===== config.mk =====
export PLATFORM = sky130hd
export DESIGN_NAME = psw_div
export DESIGN_NICKNAME = d
export VERILOG_FILES = /design/src/rtl/psw_pkg.sv /design/src/rtl/psw_div.sv
export SDC_FILE = /design/constraint.sdc
export NUM_CORES = 2
export LEC_CHECK = 0
export BUFFER_PORTS_ARGS = -buffer_cell sky130_fd_sc_hd__buf_2
export CAP_MARGIN = 40
export CORE_MARGIN = 2
export CORE_UTILIZATION = 57
export DETAILED_ROUTE_END_ITERATION = 10
export PLACE_DENSITY_LB_ADDON = 0.05
export SYNTH_ARGS = -nofsm -noshare
export SYNTH_HDL_FRONTEND = slang
export SYNTH_SLANG_ARGS = --single-unit
export TNS_END_PERCENT = 1

===== constraint.sdc =====
create_clock -name clk -period 3.1 [get_ports clk]
set_clock_uncertainty 0.15 [all_clocks]
set_input_delay 0.31 -clock clk [delete_from_list [all_inputs] [get_ports clk]]
set_output_delay 0.31 -clock clk [all_outputs]
set_load 0.005 [all_outputs]

===== src/rtl/psw_pkg.sv =====
// Shared types and constants of the phase-shifted wave table generator.
package psw_pkg;

  localparam int TABLE_LENGTH = 1024;
  localparam int DAC_CODES    = 4096;

  localparam int IDX_W     = 10;
  localparam int P_W       = 11;
  localparam int AMP_W     = 11;
  localparam int OFS_W     = 12;
  localparam int DEG_W     = 8;
  localparam int SAMPLE_W  = 12;
  localparam int QUO_W     = 32;
  localparam int CFG_IDX_W = 3;
  localparam int CFG_DAT_W = 12;

  localparam logic [CFG_IDX_W-1:0] REG_WAVE_TYPE     = 3'd0;
  localparam logic [CFG_IDX_W-1:0] REG_PERIOD_POINTS = 3'd1;
  localparam logic [CFG_IDX_W-1:0] REG_AMPLITUDE     = 3'd2;
  localparam logic [CFG_IDX_W-1:0] REG_OFFSET        = 3'd3;
  localparam logic [CFG_IDX_W-1:0] REG_PHASE_DEGREES = 3'd4;

  localparam logic SHAPE_SIN = 1'b0;
  localparam logic SHAPE_TRI = 1'b1;

  localparam logic [DEG_W-1:0]    MAX_DEGREES = 8'd180;
  localparam logic [SAMPLE_W-1:0] SAMPLE_MAX  = SAMPLE_W'(DAC_CODES - 1);

  // floor(x / 360) = (x * RECIP_360) >> RECIP_360_SH for x below 2^18.
  localparam int              RECIP_360_SH = 26;
  localparam logic [17:0]     RECIP_360    = 18'(((64'd1 << 26) + 64'd359) / 64'd360);

  localparam logic [30:0] Q30_ONE    = 31'h4000_0000;
  // Low 32 bits of 2*pi in Q30; the high bit adds the operand itself.
  localparam logic [31:0] TWO_PI_LO  = 32'h921F_B544;

  localparam int HORNER_N = 5;
  // Exact reciprocals of the Horner divisors 110, 72, 42, 20 and 6 for 32-bit numerators.
  localparam logic [63:0] HORNER_M [HORNER_N] = '{
    ((64'd1 << 39) + 64'd109) / 64'd110,
    ((64'd1 << 39) + 64'd71)  / 64'd72,
    ((64'd1 << 38) + 64'd41)  / 64'd42,
    ((64'd1 << 37) + 64'd19)  / 64'd20,
    ((64'd1 << 35) + 64'd5)   / 64'd6
  };
  localparam int HORNER_SH [HORNER_N] = '{39, 39, 38, 37, 35};

  typedef struct packed {
    logic                 wave_type;
    logic [AMP_W-1:0]     amplitude;
    logic [OFS_W-1:0]     offset;
  } cfg_t;

endpackage


===== src/rtl/psw_div.sv =====
// Pipelined restoring divider by the period, one quotient bit per stage.
module psw_div import psw_pkg::*; (
  input  logic             clk,
  input  logic             rst_n,
  input  logic             en,
  input  logic             in_valid,
  input  logic [P_W-1:0]   in_rem,
  input  logic [QUO_W-1:0] in_low,
  input  logic [P_W-1:0]   divisor,
  output logic             out_valid,
  output logic [QUO_W-1:0] out_quo,
  output logic [P_W-1:0]   out_rem
);

  logic             v_r   [0:QUO_W];
  logic [P_W-1:0]   rem_r [0:QUO_W];
  logic [QUO_W-1:0] w_r   [0:QUO_W];

  assign v_r[0]   = in_valid;
  assign rem_r[0] = in_rem;
  assign w_r[0]   = in_low;

  genvar i;
  generate
    for (i = 0; i < QUO_W; i++) begin : g_stage
      logic             sv_r;
      logic [P_W-1:0]   srem_r;
      logic [QUO_W-1:0] sw_r;
      logic [P_W:0]     trial;
      logic             ge;
      logic [P_W:0]     diff;

      // The partial remainder stays below the divisor, so shifting in one bit fits P_W+1 bits.
      assign trial = {rem_r[i], w_r[i][QUO_W-1]};
      assign ge    = trial >= {1'b0, divisor};
      assign diff  = trial - {1'b0, divisor};

      always_ff @(posedge clk) begin
        if (!rst_n) begin
          sv_r <= 1'b0;
        end else if (en) begin
          sv_r <= v_r[i];
        end
      end

      always_ff @(posedge clk) begin
        if (en) begin
          srem_r <= ge ? diff[P_W-1:0] : trial[P_W-1:0];
          sw_r   <= {w_r[i][QUO_W-2:0], ge};
        end
      end

      assign v_r[i+1]   = sv_r;
      assign rem_r[i+1] = srem_r;
      assign w_r[i+1]   = sw_r;
    end
  endgenerate

  assign out_valid = v_r[QUO_W];
  assign out_quo   = w_r[QUO_W];
  assign out_rem   = rem_r[QUO_W];

endmodule


* Yosys cells after proc, flatten, opt, wreduce, memory -nomap -nowiden
Index checks and enable logic that the tools add are counted.
** Word-level totals
- Bits in registers :: 1408
- Bits of input ports :: 58
- Output and inout port bits :: 44
- Word-level logic and storage cells :: 192
** Operators by class
- Add/subtract/negate cells :: 32
- Order comparisons :: 32
- Multiplexer cells :: 32
** Operator list (count)
- $ge 12x11->1 :: 32
- $mux 11 :: 32
- $sub 11x11->11 :: 32

* Logic depth before layout (Yosys ltp)
- Depth after elaboration :: 2
- Gate-level depth with buffers :: 10
- Gate-level depth less buffers :: 9

* Worst setup path before layout
OpenSTA, ideal clock, no wires.
- Kind :: input port to flip-flop
- From :: input port divisor[5]
- To :: register g_stage[5].srem_r[3] (data pin)
- Setup time :: 260 ps
- Arrival time :: 2543 ps
- Required time :: 2690 ps
- Setup slack :: 146 ps
- Stages on the path :: 9
- Path buffers :: 2
- Cell sequence :: inv_1 ha_1 buf_6 a21oi_4 o31ai_2 a2111oi_2 o21ai_2 buf_6 mux2_4
** Between the ends
- Word-level cells in the longest chain between the ends :: 2
** RTL lines
- from (decl) :: RTL line psw_div.sv:9 : input logic [P_W-1:0] divisor,
- $ge 12x11->1 :: RTL line psw_div.sv:35 : assign ge = trial >= {1'b0, divisor};
- via g_stage[5].ge :: RTL line psw_div.sv:30 : logic ge;
- $mux 11 :: RTL line psw_div.sv:48 : srem_r <= ge ? diff[P_W-1:0] : trial[P_W-1:0];
- to (signal assigned) :: RTL line psw_div.sv:48
- to (decl) :: RTL line psw_div.sv:27 : logic [P_W-1:0] srem_r;
The timed path passes the listed nets, and every way through them passes these cells.
A chain may end at the register's enable or synchronous reset.

* Final worst setup path
- From :: input port in_low[31]
- To :: register g_stage[0].srem_r[10] (data pin)
** Between the ends
- Word-level cells in the longest chain between the ends :: 2
- Elaborated cells between the ends (all ways) :: 3
- Classes of those cells :: add/sub: 1; order compare: 1; mux: 1
** RTL lines
- from (decl) :: RTL line psw_div.sv:8 : input logic [QUO_W-1:0] in_low,
- $sub 11x11->11 / $ge 12x11->1 (equally long branches) :: RTL line psw_div.sv:36, psw_div.sv:35
- $mux 11 * :: RTL line psw_div.sv:48
- to (signal assigned) :: RTL line psw_div.sv:48
- to (decl) :: RTL line psw_div.sv:27
Every way passes the cells marked *; elsewhere a longest branch is shown, timed or not.

==> results by group <==
Status
  • Outcome: finished, final reports clean

Synthesis
  • Simple-gate share of the synthesized area: under 10%
  • Primary FF master, synth: edfxtp_1
  • Yosys top cell area share: 64.0%
  • Synth Register Bits: 1408
  • Syn Nets: 4842
  • Post-synthesis mux area share: 6.79%
  • Sequential area share after synthesis: approximately two thirds
  • Post-Synth XOR/XNOR Area: about 2.2%
  • Cells after Synth: 4400
  • Ys Warns: 0
  • Synth Area in Compound Gates: 9.27%
  • Main combinational cell family by area after synthesis: compound AO/OA/AOI/OAI gates
  • Syn avg cell area: 14.7 um2
  • Cell Area, Synth: 0.0645 mm2
  • Main area contributors after synthesis: edfxtp_1, ha_1, mux2_2, mux2i_1, xnor2_1
  • Synth unique cells: 76
  • EDFF count, synth: 1376
  • Largest area contributor in the netlist: edfxtp_1
  • Synth Area in Adders: 7.82%
  • Async SR Flop Fraction: 0%

Floorplanning
  • Std-Cell Rows: 123
  • Initial core utilization: 57.4%
  • Top-Level Pins: 102
  • Core ar.: 0.112 mm2
  • Die area: around 0.12 mm2
  • Die W: 340 um
  • Die height: 340 um

Layout
  • Layout cells sized above 1: between 10% and 20%
  • Most frequent cells in the layout: edfxtp_1, ha_1, nor2_1
  • Fillcell total: around 8000
  • # nets final: 5383
  • Most common cell after layout, fill and taps aside: edfxtp_1
  • Design Area, Final: between 0.07 and 0.08 mm2
  • Area added between synthesis and finish: 16.1%
  • Multi-input combinational cell area: 0.0216 mm2
  • Register area: 0.0420 mm2
  • Ant. Diodes: 0
  • Final core occ: 66.7%

Clock network
  • CTS tree: done
  • CTS root buf: clkbuf_16
  • Worst skew pair latency: 770 ps
  • Cts bufs inserted: 147
  • Clock slew at reported path FFs: approximately 50 ps
  • Clk buf depth: 3
  • CTS HTree Levels: 4
  • Num Clock Sinks: between 1000 and 1500
  • Setup Buffers After CTS: 0

Route
  • Routed wire length: 117000 um
  • Routed length per instance: 17.8 um
  • Wire length on met3: between 4000 and 5000 um
  • Wire length on met1: 53500 um
  • Drt pass-1 iters: 6
  • 1st-iter DRT viols: 2485
  • Final ANT Viol Nets: 0
  • Met2 WL: 55300 um
  • Vias per inst: 5.64
  • Residual DRC count: 0
  • Top Layer Used: met4
  • Via Count: roughly 37000

Critical path
  • Critical path type: in -> reg
  • R2r startpoint: g_stage[25].sw_r[31]
  • CP max FO: 3
  • CP endpoint kind: register
  • Critical R2R Capture: g_stage[26].srem_r[10]
  • Arr. time, crit path: 3360 ps
  • R2R cell count: 8
  • Critical Path RT: around 3500 ps
  • Worst setup SP type: input port
  • R2R setup slack: 130 ps

Timing
  • Fin crit period: 3000 ps
  • RSZ-0062 raised after global routing: no
  • Pins Over Slew Limit: 0
  • Least-Margin Pin Slew: 614 ps
  • Final Setup Violations: 0
  • Max Freq: about 330 MHz
  • Final Cycle Share: 96.8%
  • Relative slew slack: 59.1%
  • Final hold violation count: 0

Power and ir drop
  • Pwr Density: 947 mW/mm2
  • Worst IR drop on VDD: 0.778 mV
  • LEAKAGE: 27.9 nW

Hold path
  • Hold Startpoint: in_low[24]
  • Worst hold path depth: 2
  • Hold EP: g_stage[0].sw_r[25]
  • Worst min path class: in -> reg

Global routing
  • Grt total ovfl: 0
  • Gr usage total: 20.3%
  • First-pass GRT wire length: 188000 um
  • Largest net degree at the start of global routing: 108
  • Number of global-route vias before repair: 36297
  • Antenna violations before repair: 0

Placement
  • Post-Place Cell Area: 0.0695 mm2
  • GP Congestion: 0.872
  • Detail Placement HPWL: 79400 um
  • I/O Buffers: slightly above 100

Flow run
  • Max Cap Viol: 0
[synthesized netlist by cell type (all sizes together) (13+ instances only)]
master	count
nand4	55
a211oi	59
xor2	19
xnor2	142
buf	38
fa	32
nor2	286
ha	352
nand3	59
inv	197
dfxtp	32
o311ai	18
and4	36
o211ai	58
o21ai	162
a21boi	14
mux2	271
o21a	111
o31a	30
edfxtp	1376
o31ai	15
a31oi	22
o22a	14
mux2i	130
o2111ai	25
a2111o	13
a21oi	249
or3	38
nor2b	108
a31o	16
o32ai	16
nand2	95
or4	21
nand2b	81
nor3	86
[worst max path at each step]
| stage | from | endpoint | slack [ps] | cells past startpoint |
|---|---|---|---|---|
| global route | g_stage[25].sw_r[31] | g_stage[26].srem_r[10] | 10 | 8 |
| global placement | divisor[0] | g_stage[26].srem_r[10] | 50 | 9 |
| CTS | g_stage[25].sw_r[31] | g_stage[26].srem_r[10] | 110 | 8 |
| finish | in_low[31] | g_stage[0].srem_r[10] | 100 | 11 |
| detailed placement | divisor[0] | g_stage[26].srem_r[10] | -8 | 9 |
| floorplan | divisor[5] | g_stage[5].srem_r[3] | 150 | 9 |
[cell families after synthesis]
kind of cell,Yosys count
AO/OA/AOI/OAI,891
XOR/XNOR,161
adder cells (fa/ha/maj),384
buffers and inverters,242
flip-flops,1408
multiplexers,401
AND/OR/NAND/NOR,913
[timing repair]
item                                    4_1_cts  5_1_grt
endpoints found under the setup margin        0        6
resized for setup                             0        2
hold buffers                                 56        0
endpoints found under the hold margin       130        0
[metrics by stage]
stage	std cells	hold slack [ps]	worst slack, ps	setup TNS, ps	total power (W)
floorplan	4400	250	146	0	0.0464
global placement	6236	250	52.5	0	0.0535
detailed placement	6236	255	-7.67	-18.1	0.0539
CTS	6566	31.8	114	0	0.0715
global route	6566	62.2	12.6	0	0.0755
finish	6566	102	101	0	0.0710
[state kept, by name (all words and copies together) (netlist names)]
name            count
g_stage.sw_r      992
g_stage.srem_r    341
out_quo            32
g_stage.sv_r       31
out_rem            11
out_valid           1
[metal layers]
layer  track usage [%]  vias up
li1                  -    18389
met4              7.26        0
met1              27.8    17723
met5                 0        -
met2              32.9      700
met3              3.36      234
[critical path, cell delays in order]
cell and delay [ps]:
dlygate4sd3_1 530, buf_2 130, inv_1 60, ha_1 230, fa_1 420, nand2b_1 220
a211oi_1 250, nor2_1 90, mux2_2 270, mux2_2 270, dlygate4sd3_1 560
[area by class of cell]
| type | instances | area share (%) |
|---|---|---|
| sequential | 1408 | 56.0 |
| multi-input combinational | 2750 | 28.8 |
| clock buffer | 197 | 5.30 |
| timing repair buffer | 437 | 5.28 |
| tap | 1500 | 2.50 |
| clock inverter | 77 | 1.15 |
| inverter | 197 | 0.994 |
[report_power, final]
| part | internal, W | total [W] | leakage (nW) | switching, W |
|---|---|---|---|---|
| Combinational | 0.0133 | 0.0263 | 11.9 | 0.0130 |
| Sequential | 0.0258 | 0.0275 | 13.7 | 0.00171 |
| Clock | 0.00990 | 0.0172 | 2.32 | 0.00728 |
| Total | 0.0490 | 0.0710 | 27.9 | 0.0220 |
Note: power is estimated with default switching activity, not from simulation.
